### config.mk
export PLATFORM = sky130hd
export DESIGN_NAME = strip_fan_to_triangle_list_core
export DESIGN_NICKNAME = d
export VERILOG_FILES = /design/src/rtl/sftl_pkg.sv /design/src/rtl/sftl_front.sv /design/src/rtl/sftl_queue.sv /design/src/rtl/sftl_back.sv /design/src/rtl/strip_fan_to_triangle_list_core.sv
export SDC_FILE = /design/constraint.sdc
export NUM_CORES = 1
export LEC_CHECK = 0
export ABC_CLOCK_PERIOD_IN_PS = 5150
export BUFFER_PORTS_ARGS = -buffer_cell sky130_fd_sc_hd__buf_2
export CAP_MARGIN = 20
export CORE_MARGIN = 3
export CORE_UTILIZATION = 27
export DETAILED_ROUTE_END_ITERATION = 10
export GPL_TIMING_DRIVEN = 0
export HOLD_SLACK_MARGIN = 0.15
export PLACE_DENSITY = 0.49
export SLEW_MARGIN = 20
export SYNTH_ARGS = -nofsm -noshare
export SYNTH_HDL_FRONTEND = slang
export SYNTH_SLANG_ARGS = --single-unit
export TNS_END_PERCENT = 50
### constraint.sdc
create_clock -name clk -period 5.15 [get_ports clk]
set_input_delay 0.2575 -clock clk [delete_from_list [all_inputs] [get_ports clk]]
set_output_delay 0.2575 -clock clk [all_outputs]
set_load 0.01 [all_outputs]
### src/rtl/sftl_pkg.sv
`default_nettype none
package sftl_pkg;

	localparam int INDEX_BITS  = 16;
	localparam int QUEUE_DEPTH = 4;
	localparam int QPTR_BITS   = $clog2(QUEUE_DEPTH);
	localparam int QCNT_BITS   = $clog2(QUEUE_DEPTH + 1);

	// topology codes carried on func
	localparam logic [1:0] TOPO_LIST  = 2'd0;
	localparam logic [1:0] TOPO_STRIP = 2'd1;
	localparam logic [1:0] TOPO_FAN   = 2'd2;

	// strip and fan indices that pass through before triangles are built
	localparam logic [1:0] PASS_COUNT = 2'd3;

	typedef logic [INDEX_BITS-1:0] index_t;

	// one queued job: up to three offset indices, emitted idx0 first
	typedef struct packed {
		logic [1:0] count;
		index_t     idx0;
		index_t     idx1;
		index_t     idx2;
	} sftl_entry_t;

	typedef struct packed {
		logic        valid;
		sftl_entry_t entry;
	} sftl_slot_t;

endpackage
`default_nettype wire

### src/rtl/sftl_front.sv
`default_nettype none
module sftl_front
	import sftl_pkg::*;
(
	input  wire logic       clk,
	input  wire logic       arst_n,
	input  wire logic       in_valid,
	output logic            in_ready,
	input  wire logic [1:0] func,
	input  wire logic       start_of_fragment,
	input  wire index_t     base_vertex,
	input  wire index_t     vertex_index,
	input  wire logic       queue_full,
	output sftl_slot_t      push
);

	index_t     fan_center_q;
	index_t     prior_index_q;
	index_t     older_index_q;
	index_t     held_offset_q;
	logic [1:0] position_count_q;
	logic       odd_position_q;

	index_t      offset;
	index_t      center;
	logic [1:0]  pos;
	logic        odd;
	index_t      raw0;
	index_t      raw1;
	index_t      raw2;
	logic [1:0]  count;
	logic        accept;

	assign in_ready = !queue_full;
	assign accept   = in_valid && in_ready;

	always_comb begin
		// a fragment start restarts position and parity and takes the new base
		offset = start_of_fragment ? base_vertex : held_offset_q;
		pos    = start_of_fragment ? 2'd0 : position_count_q;
		odd    = start_of_fragment ? 1'b0 : odd_position_q;
		center = (pos == 2'd0) ? vertex_index : fan_center_q;
		raw0   = vertex_index;
		raw1   = prior_index_q;
		raw2   = older_index_q;
		count  = 2'd0;
		if (func == TOPO_LIST || pos < PASS_COUNT) begin
			if (func == TOPO_LIST || func == TOPO_STRIP || func == TOPO_FAN)
				count = 2'd1;
		end else begin
			case (func)
				TOPO_STRIP: begin
					count = 2'd3;
					if (odd) begin
						raw0 = vertex_index;
						raw2 = older_index_q;
					end else begin
						raw0 = older_index_q;
						raw2 = vertex_index;
					end
				end
				TOPO_FAN: begin
					count = 2'd3;
					raw0  = center;
					raw2  = vertex_index;
				end
				default: count = 2'd0;
			endcase
		end
		push.valid       = accept && (count != 2'd0);
		push.entry.count = count;
		push.entry.idx0  = raw0 + offset;
		push.entry.idx1  = raw1 + offset;
		push.entry.idx2  = raw2 + offset;
	end

	always_ff @(posedge clk or negedge arst_n) begin
		if (!arst_n) begin
			fan_center_q     <= '0;
			prior_index_q    <= '0;
			older_index_q    <= '0;
			held_offset_q    <= '0;
			position_count_q <= 2'd0;
			odd_position_q   <= 1'b0;
		end else if (accept) begin
			held_offset_q  <= offset;
			fan_center_q   <= center;
			older_index_q  <= prior_index_q;
			prior_index_q  <= vertex_index;
			odd_position_q <= ~odd;
			if (pos < PASS_COUNT)
				position_count_q <= pos + 2'd1;
			else
				position_count_q <= pos;
		end
	end

endmodule
`default_nettype wire

### src/rtl/sftl_queue.sv
`default_nettype none
module sftl_queue
	import sftl_pkg::*;
(
	input  wire logic       clk,
	input  wire logic       arst_n,
	input  wire sftl_slot_t push,
	output logic            full,
	input  wire logic       pop_ready,
	output sftl_slot_t      head
);

	sftl_entry_t            mem_q [QUEUE_DEPTH];
	logic [QPTR_BITS-1:0]   wr_ptr_q;
	logic [QPTR_BITS-1:0]   rd_ptr_q;
	logic [QCNT_BITS-1:0]   count_q;
	logic                   do_push;
	logic                   do_pop;

	assign full       = (count_q == QCNT_BITS'(QUEUE_DEPTH));
	assign head.valid = (count_q != '0);
	assign head.entry = mem_q[rd_ptr_q];
	assign do_push    = push.valid && !full;
	assign do_pop     = pop_ready && head.valid;

	always_ff @(posedge clk) begin
		if (do_push)
			mem_q[wr_ptr_q] <= push.entry;
	end

	always_ff @(posedge clk or negedge arst_n) begin
		if (!arst_n) begin
			wr_ptr_q <= '0;
			rd_ptr_q <= '0;
			count_q  <= '0;
		end else begin
			if (do_push)
				wr_ptr_q <= QPTR_BITS'((32'(wr_ptr_q) + 1) % QUEUE_DEPTH);
			if (do_pop)
				rd_ptr_q <= QPTR_BITS'((32'(rd_ptr_q) + 1) % QUEUE_DEPTH);
			case ({do_push, do_pop})
				2'b10:   count_q <= count_q + QCNT_BITS'(1);
				2'b01:   count_q <= count_q - QCNT_BITS'(1);
				default: count_q <= count_q;
			endcase
		end
	end

endmodule
`default_nettype wire

### src/rtl/sftl_back.sv
`default_nettype none
module sftl_back
	import sftl_pkg::*;
(
	input  wire logic       clk,
	input  wire logic       arst_n,
	input  wire sftl_slot_t head,
	output logic            pop_ready,
	output logic            out_valid,
	input  wire logic       out_ready,
	output index_t          out_index,
	output logic            last
);

	logic        work_valid_q;
	sftl_entry_t work_q;
	logic [1:0]  pos_q;
	logic        out_valid_q;
	index_t      out_index_q;
	logic        last_q;

	logic        work_take;
	logic        work_last;
	index_t      sel_index;

	assign work_take = work_valid_q && (!out_valid_q || out_ready);
	assign work_last = (pos_q == work_q.count - 2'd1);
	assign pop_ready = !work_valid_q || (work_take && work_last);

	always_comb begin
		case (pos_q)
			2'd0:    sel_index = work_q.idx0;
			2'd1:    sel_index = work_q.idx1;
			default: sel_index = work_q.idx2;
		endcase
	end

	always_ff @(posedge clk or negedge arst_n) begin
		if (!arst_n) begin
			work_valid_q <= 1'b0;
			pos_q        <= 2'd0;
			out_valid_q  <= 1'b0;
		end else begin
			if (pop_ready) begin
				work_valid_q <= head.valid;
				pos_q        <= 2'd0;
			end else if (work_take) begin
				pos_q <= pos_q + 2'd1;
			end
			if (work_take)
				out_valid_q <= 1'b1;
			else if (out_ready)
				out_valid_q <= 1'b0;
		end
	end

	always_ff @(posedge clk) begin
		if (pop_ready && head.valid)
			work_q <= head.entry;
		if (work_take) begin
			out_index_q <= sel_index;
			last_q      <= work_last;
		end
	end

	assign out_valid = out_valid_q;
	assign out_index = out_index_q;
	assign last      = last_q;

endmodule
`default_nettype wire

### src/rtl/strip_fan_to_triangle_list_core.sv
// channel  handshake             payload
// in       in_valid / in_ready   func, start_of_fragment, base_vertex, vertex_index
// out      out_valid / out_ready out_index, last
//
// one result leaves per cycle while out_ready holds; an item causes one result
// for a pass-through index and three for a strip or fan triangle
// the front takes an item every cycle while the four-entry job queue has room
// a result goes via the job queue and the work register into the output register
// reset clears the fragment state to zero and empties queue and output register
// a stalled output holds the queue; the input side stalls only on a full queue
`default_nettype none
module strip_fan_to_triangle_list_core
	import sftl_pkg::*;
(
	input  wire logic       clk,
	input  wire logic       arst_n,
	input  wire logic       in_valid,
	output logic            in_ready,
	input  wire logic [1:0] func,
	input  wire logic       start_of_fragment,
	input  wire index_t     base_vertex,
	input  wire index_t     vertex_index,
	output logic            out_valid,
	input  wire logic       out_ready,
	output index_t          out_index,
	output logic            last
);

	sftl_slot_t push;
	sftl_slot_t head;
	logic       queue_full;
	logic       pop_ready;

	sftl_front u_front (
		.clk               (clk),
		.arst_n            (arst_n),
		.in_valid          (in_valid),
		.in_ready          (in_ready),
		.func              (func),
		.start_of_fragment (start_of_fragment),
		.base_vertex       (base_vertex),
		.vertex_index      (vertex_index),
		.queue_full        (queue_full),
		.push              (push)
	);

	sftl_queue u_queue (
		.clk       (clk),
		.arst_n    (arst_n),
		.push      (push),
		.full      (queue_full),
		.pop_ready (pop_ready),
		.head      (head)
	);

	sftl_back u_back (
		.clk       (clk),
		.arst_n    (arst_n),
		.head      (head),
		.pop_ready (pop_ready),
		.out_valid (out_valid),
		.out_ready (out_ready),
		.out_index (out_index),
		.last      (last)
	);

	// a job never arrives at a full queue
	a_no_push_full: assert property (@(posedge clk) disable iff (!arst_n)
		push.valid |-> !queue_full)
		else $error("job pushed into full queue");

	// every list index transfer becomes a single-result job
	a_list_push: assert property (@(posedge clk) disable iff (!arst_n)
		(in_valid && in_ready && func == TOPO_LIST) |->
		(push.valid && push.entry.count == 2'd1))
		else $error("list index did not queue one result");

	// queued jobs always carry at least one result
	a_head_count: assert property (@(posedge clk) disable iff (!arst_n)
		head.valid |-> (head.entry.count == 2'd1 || head.entry.count == 2'd3))
		else $error("queue head holds a bad result count");

endmodule
`default_nettype wire

# Word-level counts from Yosys, hierarchy flattened
# Memories as Yosys holds them, arrays and structs flattened. A register that Yosys moved wholly into a read port is not among the register bits.
# Index checks and enable logic that the tools add are counted.
# totals
reg_bits	95
latchBits	0
ram_bits	200
rom_bits	0
elab_cells	79
memories	1
# classes
add_sub_neg	10
multipliers	0
n_div	0
magnitude_cmp	1
eq_ne	7
n_shift	0
mux	22
bitwise	1
n_reduce_logical	23
# mem_list
memory	words	word_bits	rd	rd_ports_with_merged_regs	write_ports	line_no	rtl
u_queue.mem_q	4	50	1	1	1	sftl_queue.sv:13	sftl_entry_t mem_q [QUEUE_DEPTH];
# ops
op	n
16-bit 2-to-1 mux	6
16-bit case mux with 2 select lines	3
16-bit adder	3
2-bit 2-to-1 mux	6
2-bit by 1-bit adder with 2-bit output (second input constant)	4
2-bit nonzero test	4
2-bit by 1-bit == test with 1-bit output (second input constant)	3
1-bit logical AND	6
2-bit logical NOT	3
1-bit 2-to-1 mux	6
3-bit case mux with 2 select lines	1
1-bit logical OR	5
2-bit == test (second input constant)	2
3-bit by 1-bit adder with 3-bit output (second input constant)	1
3-bit == test (second input constant)	1
1-bit logical NOT	3
3-bit nonzero test	1
3-bit by 1-bit subtractor with 3-bit output (second input constant)	1
2-bit == test	1
2-bit < comparator (second input constant)	1
2-bit OR reduction	1
2-bit by 1-bit subtractor with 2-bit output (second input constant)	1
1-bit NOT	1

# Depth between registers and ports, before layout
# Gate-level depths: netlist of the first run.
# depth
ltp_word	10
depth_mapped	16

# Hierarchy
# A second synthesis of the first run with hierarchy kept.
# hier_totals
cells_unflattened	1036
area_unflattened_um2	15872.7
# modules_own_cells
module	n_inst	cells_each	area_per_inst_um2	seq_area_each_um2
sftl_queue	1	299	7702.4	6180.9
sftl_front	1	588	5632.9	1676.6
sftl_back	1	149	2537.4	2112.0

# Least setup slack after synthesis of the first run
# Ideal clock, no wire load.
# synth_timing
path_type	register to register
from	reg u_back.pos_q[1]
to	reg u_queue.count_q[2]
arrival_time_ns	4.876
t_required_ns	5.071
setup_slack_ns	0.194
stages_incl_launch_ff	11
path_buffers	0
period_less_slack_ns	4.956
path_cell_list	dfrtp_1 -> xnor2_1 -> mux2i_1 -> nand2_1 -> a21oi_1 -> ha_1 -> inv_1 -> fa_1 -> xor2_1 -> nor2_1 -> xor2_1
# synth_between
elab_chain_cells	6
# synth_rtl
item	line_no	rtl
start, declared	sftl_back.sv:17	logic [1:0] pos_q;
start signal, assigned	sftl_back.sv:48	pos_q <= pos_q + 2'd1;
2-bit == test *	sftl_back.sv:27	assign work_last = (pos_q == work_q.count - 2'd1);
named net u_back.work_last	sftl_back.sv:23	logic work_last;
1-bit logical AND *	sftl_back.sv:28	assign pop_ready = !work_valid_q || (work_take && work_last);
1-bit logical OR *	sftl_back.sv:28	
1-bit logical AND *	sftl_queue.sv:24	assign do_pop = pop_ready && head.valid;
named net u_queue.do_pop	sftl_queue.sv:18	logic do_pop;
2-bit by 1-bit == test with 1-bit output or 2-bit == test (tied branches)	sftl_queue.sv:41	case ({do_push, do_pop})
3-bit case mux with 2 select lines or 2-bit nonzero test (tied branches)	-	
end signal, assigned	sftl_queue.sv:42	2'b10: count_q <= count_q + QCNT_BITS'(1);
end signal, assigned	sftl_queue.sv:43	2'b01: count_q <= count_q - QCNT_BITS'(1);
end signal, assigned	sftl_queue.sv:44	default: count_q <= count_q;
end, declared	sftl_queue.sv:16	logic [QCNT_BITS-1:0] count_q;
# The timed path passes the listed nets; every way through them passes the cells marked *.
# A chain may end at the register's enable or synchronous reset.

==> qor.csv, run 1 <==
stage;metric;value;unit
run_status;status;completed;
die;# rows;87;
sta;slew margin rel.;0.409;
synth;Yosys top cell by area;edfxtp_1;
die;Die Span Y;247;um
sta;hold_ws;0.171;ns
global_route;antenna violations before repair;2;
routing;drt drc;0;
hold_path;Hold Crit Class;input pin to asynchronous set/reset pin;
sta;fin crit period;4.62;ns
sta;RSZ-0062 raised after global routing;false;
synth;Avg Cell Area, Syn;15.7;um^2
clock_tree;TritonCTS Buffers;40;
clock_tree;clk root buf;clkbuf_16;
critical_path;Worst Path Required;5.43;ns
routing;Initial DRC Count;640;
sta;ratio of final minimum period to clock period;0.897;
synth;Synth top cells by count;edfxtp_1 (267), mux2_2 (90), dfrtp_1 (78);
placement;Port Buffer Count;57;
clock_tree;clock buffer depth;3;
final_layout;Fillers;5574;
routing;Detail Route Antenna Nets;0;
synth;Syn Nets;1097;
critical_path;critical path endpoint category;flip-flop;
synth;xor and xnor area share after synthesis;0.0269;
synth;post-synthesis mux area share;0.140;
die;DIE AREA;0.0608;mm^2
run;total of max-cap violations;0;
die;Die Wd;247;um
routing;drt via density;4.61;
clock_tree;CTS tree;yes;
global_route;largest net degree at the start of global routing;54;
routing;Vias;8821;
final_layout;final design utilization;0.326;
critical_path;worst flop-to-flop path endpoint;u_queue.mem_q[2][14];
clock_tree;Reg clk slew, reported paths;0.05;ns
synth;Synth Flop Type;edfxtp_1;
sta;Fmax;217;MHz
die;core area;0.0568;mm^2
synth;Post-Synthesis Cells;997;
critical_path;Worst EP arrival;4.90;ns
final_layout;Register Area;0.00997;mm^2
power;worst vdd ir;0.216;mV
synth;register area share after synthesis;0.638;
sta;Worst Tran Pin Value;0.886;ns
final_layout;Layout Nets;1227;
synth;largest family of logic cells by synthesized area;multiplexers;
global_route;grt ovf;0;
synth;FF+latch count, synth;345;
clock_tree;Setup Buffers After CTS;0;
synth;library cells used by synthesis;64;
routing;Wirelength per Cell;19.3;um
synth;compound-cell area share of the yosys netlist;0.0816;
power;Lkg Pwr;6.75;nW
critical_path;Worst R2R Start;u_front.position_count_q[0];
final_layout;area of the multi-input gates;0.00540;mm^2
global_route;vias in the first global route;9160;
synth;Yosys Warn Count;0;
sta;final setup vio count;0;
critical_path;Worst Path Max Fanout;10;
clock_tree;CTS Sinks;345;
placement;DP HPWL;26700;um
synth;Synth async-reset ratio;0.226;
synth;Synth top area share;0.513;
clock_tree;later-pin clock latency in the skew report;0.56;ns
final_layout;fraction of layout cells with a size suffix above 1;0.249;
synth;Synth Area in Adders;0.0508;
final_layout;area delta synth->final;18.6;%
synth;Post-Synth Simple-Gate Area;0.0444;
critical_path;crit path launch type;flip-flop;
die;IO Pins;58;
global_route;Total GRT Usage;0.125;
clock_tree;H-tree depth;2;
sta;clock skew;0.0132;ns
global_route;first-pass GRT wire length;57100;um
synth;largest cells by area after synthesis;edfxtp_1 (51%), dfrtp_1 (12%), mux4_2 (7.2%);
sta;final hold vios;0;
routing;Total Wirelength;37000;um
die;starting density of the core;0.275;
synth;synthesized area;0.0156;mm^2
critical_path;worst reg-to-reg setup slack;0.53;ns
routing;drt pass-1 iters;5;
critical_path;r2r worst-path depth;14;
synth;Post-synth EDFFs;267;
power;Cell Pwr Density;676;mW/mm^2
sta;setup_tns;0;ns
sta;Slew Viols, Final;0;
critical_path;critical path type;flip-flop to flip-flop;
final_layout;diodes inserted;0;
synth;count leader, synth;edfxtp_1;
placement;RD Place Congestion;0.792;
## routing by layer
| metal | vias to the layer above | routed length, um | global-route usage |
|---|---|---|---|
| met5 | - | 0 | 0 |
| met4 | 0 | 855 | 0.0344 |
| met3 | 55 | 1620 | 0.0246 |
| met2 | 165 | 17800 | 0.205 |
| met1 | 4456 | 16700 | 0.168 |
| li1 | 4145 | - | - |
## final cells by class
| type | instances | area share |
|---|---|---|
| sequential | 345 | 0.538 |
| multi-input combinational | 588 | 0.291 |
| clock buffer | 48 | 0.0568 |
| tap | 756 | 0.0511 |
| timing repair buffer | 88 | 0.0389 |
| buffer | 41 | 0.0101 |
| clock inverter | 23 | 0.00905 |
| inverter | 23 | 0.00466 |
## sequential cells by signal (all words and copies together) (netlist names)
signal,cells
u_back.last,1
u_back.out_index,16
u_back.out_valid,1
u_back.pos_q,2
u_back.work_q,50
u_back.work_valid_q,1
u_front.fan_center_q,16
u_front.held_offset_q,16
u_front.odd_position_q,1
u_front.older_index_q,16
u_front.position_count_q,2
u_front.prior_index_q,16
u_queue.count_q,3
u_queue.mem_q,200
u_queue.rd_ptr_q,2
u_queue.wr_ptr_q,2
## worst max path at each step
stage,slack (ns),cells after the start,endpoint,from
floorplan,0.19,10,u_queue.count_q[2],u_back.pos_q[1]
global placement,-1.93,10,u_queue.count_q[2],u_back.pos_q[1]
detailed placement,0.23,17,u_queue.mem_q[1][14],func[0]
CTS,0.43,14,u_queue.mem_q[1][14],u_front.position_count_q[0]
global route,0.19,14,u_queue.mem_q[2][14],u_front.position_count_q[0]
finish,0.53,14,u_queue.mem_q[2][14],u_front.position_count_q[0]
## cells in the final DEF, fill, tap and decap left out, types with 6 or more instances in the layout
| cell | Yosys | routed |
|---|---|---|
| edfxtp_1 | 267 | 267 |
| mux2_2 | 90 | 90 |
| dfrtp_1 | 78 | 78 |
| nand2_1 | 73 | 73 |
| buf_2 | 17 | 73 |
| ha_1 | 57 | 57 |
| mux4_2 | 50 | 50 |
| o21ai_0 | 42 | 42 |
| clkbuf_16 | 0 | 41 |
| a22oi_1 | 32 | 32 |
| xnor2_1 | 31 | 31 |
| clkbuf_1 | 20 | 27 |
| a21oi_1 | 28 | 27 |
| dlygate4sd3_1 | 0 | 24 |
| inv_1 | 22 | 22 |
| a21o_1 | 20 | 20 |
| nor2_1 | 17 | 17 |
| xor2_1 | 17 | 17 |
| a22o_1 | 16 | 16 |
| clkinv_1 | 0 | 15 |
| nand3_1 | 14 | 14 |
| nand2b_1 | 10 | 10 |
| nor2b_1 | 7 | 7 |
| buf_16 | 0 | 7 |
| nor3_1 | 6 | 6 |
| a211oi_1 | 6 | 6 |
## kinds of logic after synthesis
family          count (synthesis)
buf+inv                        64
simple gates                  148
mux                           145
xor+xnor                       48
flops                         345
fa+ha+maj                      61
compound gates                186
## critical path, cell delays in order (launching register included)
cell and delay, ns:
dfrtp_1 0.40, and4bb_1 0.21, nand2_1 0.26, inv_1 0.24
o21a_1 0.27, buf_2 0.26, a22o_1 0.26, ha_1 0.23
fa_1 0.40, a21o_1 0.20, a221oi_1 0.51, o21ai_0 0.34
nand2_1 0.17, o21ai_0 0.11, xor2_1 0.47
## repair_timing
item,in CTS,in global routing
endpoints found under the hold margin,118,0
resized for setup,0,0
hold buffers,24,0
## power by group
| part | leakage, nW | internal, W | switching (W) |
|---|---|---|---|
| sequential | 3.36 | 0.00469 | 0.000317 |
| clock | 0.592 | 0.00151 | 0.00111 |
| combinational | 2.79 | 0.00193 | 0.00296 |
| total | 6.75 | 0.00813 | 0.00439 |
## through the flow
step | cells | instance area [um^2] | total power [W] | worst slack, ns
4_1_cts | 1912 | 18500 | 0.0127 | 0.431
3_5_place_dp | 1817 | 17100 | 0.0100 | 0.235
2_1_floorplan | 997 | 15600 | 0.00824 | 0.194
3_3_place_gp | 1810 | 16900 | 0.00982 | -1.93
5_1_grt | 1912 | 18500 | 0.0133 | 0.191
6_report | 1912 | 18500 | 0.0125 | 0.532
Note: power is estimated with default switching activity, not from simulation.
==> run 2: changes to the inputs <==
- CORE_MARGIN: 3 -> 4
==> run 2 against run 1 <==
Sequential power is essentially flat. Critical path depth shrank 1. Final cell count grew 0.37%. Combinational power is essentially flat. Die area grew 1.6%. Worst setup slack lost 0.0028 ns. Cell area grew 1.1%. First-iteration DRC count shrank 9.4%. Register-to-register slack is essentially flat. Count of clock-buffer cells in the layout grew 2. Core utilization grew 0.36 points. Total power grew 3.1%. Critical endpoint is now u_queue.mem_q[0][15].
==> qor.csv, run 2 (synthesis results as in run 1) <==
stage;metric;value;unit;change
sta;hold_ws;0.182;ns;was 0.171 ns
routing;drt drc;0;;unchanged
routing;drt pass-1 iters;5;;unchanged
sta;Slew Viols, Final;0;;unchanged
sta;slew margin rel.;0.402;;was 0.409
sta;Worst Tran Pin Value;0.897;ns;was 0.886 ns
power;Lkg Pwr;6.85;nW;was 6.75 nW
routing;Initial DRC Count;580;;was 640
final_layout;most frequent cells in the layout;edfxtp_1 (267), mux2_2 (90), dfrtp_1 (78), nand2_1 (73), buf_2 (73);;unchanged
run;total of max-cap violations;0;;unchanged
die;core area;0.0568;mm^2;unchanged
routing;drt via density;4.59;;was 4.61
hold_path;Hold Crit Class;input pin to flip-flop;;was input pin to asynchronous set/reset pin
sta;final setup vio count;0;;unchanged
sta;clock skew;0.0137;ns;was 0.0132 ns
final_layout;Non-Filler Instances;1919;;was 1,912
global_route;grt ovf;0;;unchanged
clock_tree;Setup Buffers After CTS;0;;unchanged
global_route;antenna violations before repair;0;;was 2
final_layout;max FFs per register;200;;unchanged
final_layout;fraction of layout cells with a size suffix above 1;0.260;;was 0.249
sta;post-route worst setup slack;0.529;ns;was 0.532 ns
hold_path;Hold Path Origin;base_vertex[3];;
global_route;Total GRT Usage;0.119;;was 0.125
clock_tree;Reg clk slew, reported paths;0.06;ns;was 0.05 ns
sta;fin crit period;4.62;ns;about the same
power;Cell Pwr Density;689;mW/mm^2;was 676 mW/mm^2
power;worst vdd ir;0.224;mV;was 0.216 mV
sta;RSZ-0062 raised after global routing;false;;unchanged
final_layout;top flop regs;u_queue.mem_q: 200 flops, u_back.work_q: 50 flops;;unchanged
clock_tree;H-tree depth;2;;unchanged
clock_tree;clock buffer depth;3;;unchanged
clock_tree;later-pin clock latency in the skew report;0.56;ns;about the same
critical_path;crit path launch type;flip-flop;;unchanged
critical_path;Worst EP arrival;4.89;ns;was 4.90 ns
sta;ratio of final minimum period to clock period;0.897;;about the same
clock_tree;CTS tree;yes;;unchanged
final_layout;Layout Nets;1231;;was 1,227
critical_path;critical path type;flip-flop to flip-flop;;unchanged
die;IO Pins;58;;unchanged
routing;Vias;8802;;was 8,821
run_status;status;completed;;unchanged
placement;placed insts;1818;;was 1,817
die;Die Wd;249;um;was 247 um
sta;final hold vios;0;;unchanged
routing;Detail Route Antenna Nets;0;;unchanged
global_route;largest net degree at the start of global routing;44;;was 54
critical_path;Worst Path Required;5.42;ns;was 5.43 ns
placement;RD Place Congestion;0.791;;was 0.792
clock_tree;TritonCTS Buffers;42;;was 40
die;Die Span Y;249;um;was 247 um
placement;pre-CTS WS;0.259;ns;was 0.235 ns
die;starting density of the core;0.275;;unchanged
placement;DP HPWL;27100;um;was 26,700 um
final_layout;Top reg by flops;u_queue.mem_q;;unchanged
clock_tree;CTS Sinks;345;;unchanged
global_route;vias in the first global route;9269;;was 9,160
routing;Total Wirelength;37100;um;was 37,000 um
power;PnR Total Power;0.0129;W;was 0.0125 W
clock_tree;clk root buf;clkbuf_16;;unchanged
final_layout;area delta synth->final;19.9;%;was 18.6%
sta;Fmax;216;MHz;was 217 MHz
clock_tree;PostCTS Resize Cnt;0;;unchanged
placement;Port Buffer Count;57;;unchanged
critical_path;Worst R2R Start;u_front.position_count_q[1];;was u_front.position_count_q[0]
final_layout;final design utilization;0.330;;was 0.326
die;# rows;87;;unchanged
critical_path;Worst Path Max Fanout;10;;unchanged
global_route;first-pass GRT wire length;57000;um;was 57,100 um
critical_path;critical path endpoint category;flip-flop;;unchanged
die;DIE AREA;0.0618;mm^2;was 0.0608 mm^2
critical_path;CP startpoint;u_front.position_count_q[1];;was u_front.position_count_q[0]
routing;Wirelength per Cell;19.3;um;about the same
final_layout;commonest non-fill, non-tap cell in the layout;edfxtp_1;;unchanged
[run 2: report_power, final]
| group | internal, W | switching [W] |
|---|---|---|
| combinational | 0.00194 | 0.00297 |
| sequential | 0.00469 | 0.000320 |
| clock | 0.00184 | 0.00115 |
| total | 0.00847 | 0.00444 |
[run 2: per-layer routing]
layer / global-route usage / wire length (um) / vias up
li1: - / - / 4157
met1: 0.161 / 17100 / 4438
met2: 0.198 / 17800 / 158
met3: 0.0242 / 1320 / 49
met4: 0.0324 / 795 / 0
met5: 0 / 0 / -
[run 2: repair_timing]
item / 4_1_cts / 5_1_grt
setup endpoints to repair: 0 / 0
hold endpoints to repair: 84 / 0
hold buffers: 25 / 0
[run 2: path summary, 6_finish.rpt]
kind,endpoint,slack [ns],depth (start not counted)
setup reg to reg,u_queue.mem_q[0][15],0.53,13
hold / removal,u_front.held_offset_q[3],0.18,3
setup / recovery,u_queue.mem_q[0][15],0.53,13
min in group asynchronous,u_back.pos_q[0],0.22,2
hold reg to reg,u_front.held_offset_q[15],0.48,2
max in group asynchronous,u_front.held_offset_q[2],4.26,3
[run 2: area by class of cell]
class	count	area (um^2)
well taps	756	946
plain buffers	41	188
inverters	23	86.3
clock buffers	50	1100
clock inverters	25	305
fillers	5611	38100
repair buffers	90	736
diodes	1	2.50
multi-input cells	588	5400
flip-flops and latches	345	9970
[run 2: per-stage QoR]
stage                     cell area (um^2)  TNS [ns]
final                                18700         0
after global routing                 18700         0
after CTS                            18700         0
after detailed placement             17100         0
after global placement               16900    -39.42
after floorplan                      15600         0
[run 2: critical path, cell delays in order (launching register included)]
cell      delay (ns)
dfrtp_1         0.38
and4bb_1        0.20
nand2_1         0.23
inv_1           0.30
o21a_1          0.37
buf_2           0.32
a22o_1          0.23
ha_1            0.20
a21o_1          0.12
a21oi_1         0.12
o21a_1          0.24
o21ai_0         0.63
o221ai_1        0.36
xnor2_1         0.61
==> run 3: changes to the inputs <==
- CORE_ASPECT_RATIO: default -> 0.9
==> run 3 against run 2 <==
Clock power down 9.7%. Sequential share of layout area up 0.67 points. Final cell count down 0.21%. Clock skew up 0.0074 ns. Critical path type unchanged. Highest routed layer unchanged.
==> qor.csv, run 3 (synthesis results as in run 1) <==
stage;metric;value;unit;change
routing;drt pass-1 iters;4;;was 5
routing;Detail Route Antenna Nets;0;;unchanged
critical_path;Worst R2R Start;u_front.position_count_q[0];;was u_front.position_count_q[1]
sta;final setup vio count;0;;unchanged
global_route;vias in the first global route;9109;;was 9,269
sta;hold_ws;0.175;ns;was 0.182 ns
global_route;first-pass GRT wire length;57200;um;was 57,000 um
clock_tree;clock buffer depth;3;;unchanged
critical_path;Crit path largest cell delay;0.54;ns;was 0.63 ns
routing;drt drc;0;;unchanged
routing;drt via density;4.60;;was 4.59
final_layout;Top reg by flops;u_queue.mem_q;;unchanged
die;Die Wd;262;um;was 249 um
critical_path;crit path launch type;flip-flop;;unchanged
final_layout;top flop regs;u_queue.mem_q: 200 flops, u_back.work_q: 50 flops;;unchanged
global_route;largest net degree at the start of global routing;50;;was 44
die;IO Pins;58;;unchanged
clock_tree;CTS tree;yes;;unchanged
critical_path;Worst Path Required;5.39;ns;was 5.42 ns
final_layout;area delta synth->final;18.4;%;was 19.9%
critical_path;critical path type;flip-flop to flip-flop;;unchanged
clock_tree;Reg clk slew, reported paths;0.06;ns;about the same
clock_tree;TritonCTS Buffers;38;;was 42
critical_path;CP startpoint;u_front.position_count_q[0];;was u_front.position_count_q[1]
global_route;antenna violations before repair;1;;was 0
critical_path;family with the most delay on the worst path;compound AO/OA/AOI/OAI gates;;unchanged
global_route;Total GRT Usage;0.122;;was 0.119
hold_path;Hold Crit Class;input pin to flip-flop;;unchanged
sta;final hold vios;0;;unchanged
die;# rows;83;;was 87
placement;placed insts;1827;;was 1,818
routing;Initial DRC Count;598;;was 580
sta;RSZ-0062 raised after global routing;false;;unchanged
critical_path;critical path endpoint category;flip-flop;;unchanged
critical_path;r2r worst-path depth;14;;was 13
critical_path;CP dominant cell by count;nand2_1;;was o21a_1
critical_path;CP max-delay cell;xor2_1;;was o21ai_0
final_layout;Layout Nets;1220;;was 1,231
final_layout;most frequent cells in the layout;edfxtp_1 (267), mux2_2 (90), dfrtp_1 (78), nand2_1 (73), buf_2 (73);;unchanged
final_layout;diodes inserted;0;;was 1
die;starting density of the core;0.273;;was 0.275
routing;Vias;8818;;was 8,802
clock_tree;H-tree depth;2;;unchanged
critical_path;Worst Path Max Fanout;10;;unchanged
final_layout;commonest non-fill, non-tap cell in the layout;edfxtp_1;;unchanged
critical_path;Worst EP arrival;4.85;ns;was 4.89 ns
sta;Worst Tran Pin Value;0.984;ns;was 0.897 ns
clock_tree;clk root buf;clkbuf_16;;unchanged
final_layout;Non-Filler Instances;1915;;was 1,919
sta;fin crit period;4.61;ns;was 4.62 ns
power;Lkg Pwr;6.73;nW;was 6.85 nW
placement;RD Place Congestion;0.794;;was 0.791
placement;Port Buffer Count;57;;unchanged
sta;Slew Viols, Final;0;;unchanged
critical_path;endpoint of the worst setup timing path;u_queue.mem_q[1][12];;was u_queue.mem_q[0][15]
routing;Total Wirelength;37600;um;was 37,100 um
critical_path;worst path bufs/invs;2;;unchanged
critical_path;Worst path depth;14;;was 13
clock_tree;CTS Sinks;345;;unchanged
placement;Placed Instance Area;0.0171;mm^2;about the same
critical_path;worst reg-to-reg setup slack;0.54;ns;was 0.53 ns
final_layout;Design Area, Final;0.0185;mm^2;was 0.0187 mm^2
final_layout;max FFs per register;200;;unchanged
global_route;grt ovf;0;;unchanged
final_layout;fraction of layout cells with a size suffix above 1;0.251;;was 0.260
critical_path;Cell Chain, Critical Path;and4bb_1, nand2_1, inv_1, o21a_1, buf_2, a22o_1, ha_1, fa_1, a21o_1, a221oi_1, o21ai_0, nand2_1, a21oi_1, xor2_1;;was and4bb_1, nand2_1, inv_1, o21a_1, buf_2, a22o_1, ha_1, a21o_1, a21oi_1, o21a_1, o21ai_0, o221ai_1, xnor2_1
sta;setup_tns;0;ns;unchanged
routing;Wirelength per Cell;19.6;um;was 19.3 um
critical_path;worst flop-to-flop path endpoint;u_queue.mem_q[1][12];;was u_queue.mem_q[0][15]
sta;Fmax;217;MHz;was 216 MHz
run;total of max-cap violations;0;;unchanged
power;worst vdd ir;0.231;mV;was 0.224 mV
power;Cell Pwr Density;685;mW/mm^2;was 689 mW/mm^2
clock_tree;later-pin clock latency in the skew report;0.54;ns;was 0.56 ns
sta;clock skew;0.0211;ns;was 0.0137 ns
clock_tree;Setup Buffers After CTS;0;;unchanged
placement;DP HPWL;26900;um;was 27,100 um
sta;ratio of final minimum period to clock period;0.895;;was 0.897
run_status;status;completed;;unchanged
die;Die Span Y;236;um;was 249 um
sta;slew margin rel.;0.344;;was 0.402
die;DIE AREA;0.0618;mm^2;about the same
die;core area;0.0571;mm^2;was 0.0568 mm^2
final_layout;final design utilization;0.324;;was 0.330
-- run 3: cell count changes in the layout (fill, tap and decap cells not counted), moves of 2 or more --
| cell | previous run | this run |
|---|---|---|
| clkbuf_1 | 26 | 33 |
| clkinvlp_4 | 2 | 0 |
| inv_6 | 2 | 0 |
| clkinv_2 | 6 | 4 |
| clkbuf_16 | 42 | 39 |
| dlygate4sd3_1 | 25 | 18 |
| clkbuf_8 | 2 | 0 |
| bufinv_16 | 6 | 4 |
-- run 3: stage by stage --
| stage | setup WS, ns | total power [W] |
|---|---|---|
| global placement | -1.83 | 0.00988 |
| finish | 0.540 | 0.0127 |
| detailed placement | 0.270 | 0.0101 |
| CTS | 0.567 | 0.0128 |
| global route | 0.379 | 0.0135 |
| floorplan | 0.194 | 0.00824 |
-- run 3: where the power goes --
part           switching, W  internal, W  leakage (nW)  total (W)
clock               0.00110      0.00160         0.594    0.00270
combinational       0.00304      0.00192          2.77    0.00496
sequential         0.000315      0.00469          3.36    0.00501
total               0.00445      0.00821          6.73     0.0127
-- run 3: final cells by class --
type,instances,area (um^2)
buffer,41,188
clock buffer,52,1020
clock inverter,18,203
fill,5679,38600
inverter,23,86.3
multi-input combinational,588,5400
sequential,345,9970
tap,765,957
timing repair buffer,83,673
-- run 3: worst min-delay path by stage --
stage,startpoint,to,slack (ns),cells past startpoint
3_3_place_gp,u_front.held_offset_q[1],u_front.held_offset_q[1],0.47,2
3_5_place_dp,arst_n,u_front.fan_center_q[13],0.27,2
6_report,base_vertex[0],u_front.held_offset_q[0],0.17,3
5_1_grt,base_vertex[0],u_front.held_offset_q[0],0.18,3
4_1_cts,base_vertex[0],u_front.held_offset_q[0],0.15,3
2_1_floorplan,arst_n,u_back.out_valid,-0.04,0
-- run 3: what timing repair did --
item	in CTS	in global routing
endpoints found under the setup margin	0	0
hold buffers	18	0
gates resized for setup	0	0
hold endpoints to repair	112	0
-- run 3: tightest hold or removal path: cells and delay by family --
family	cells	cell delay (ns)
buffers and inverters	1	0.07
muxes	2	0.33
-- run 3: metal layers --
metal	vias up	GRT usage	share of wire
met5	-	0	0
li1	4125	-	-
met4	0	0.0277	0.016
met2	159	0.186	0.45
met1	4495	0.184	0.50
met3	39	0.0198	0.037
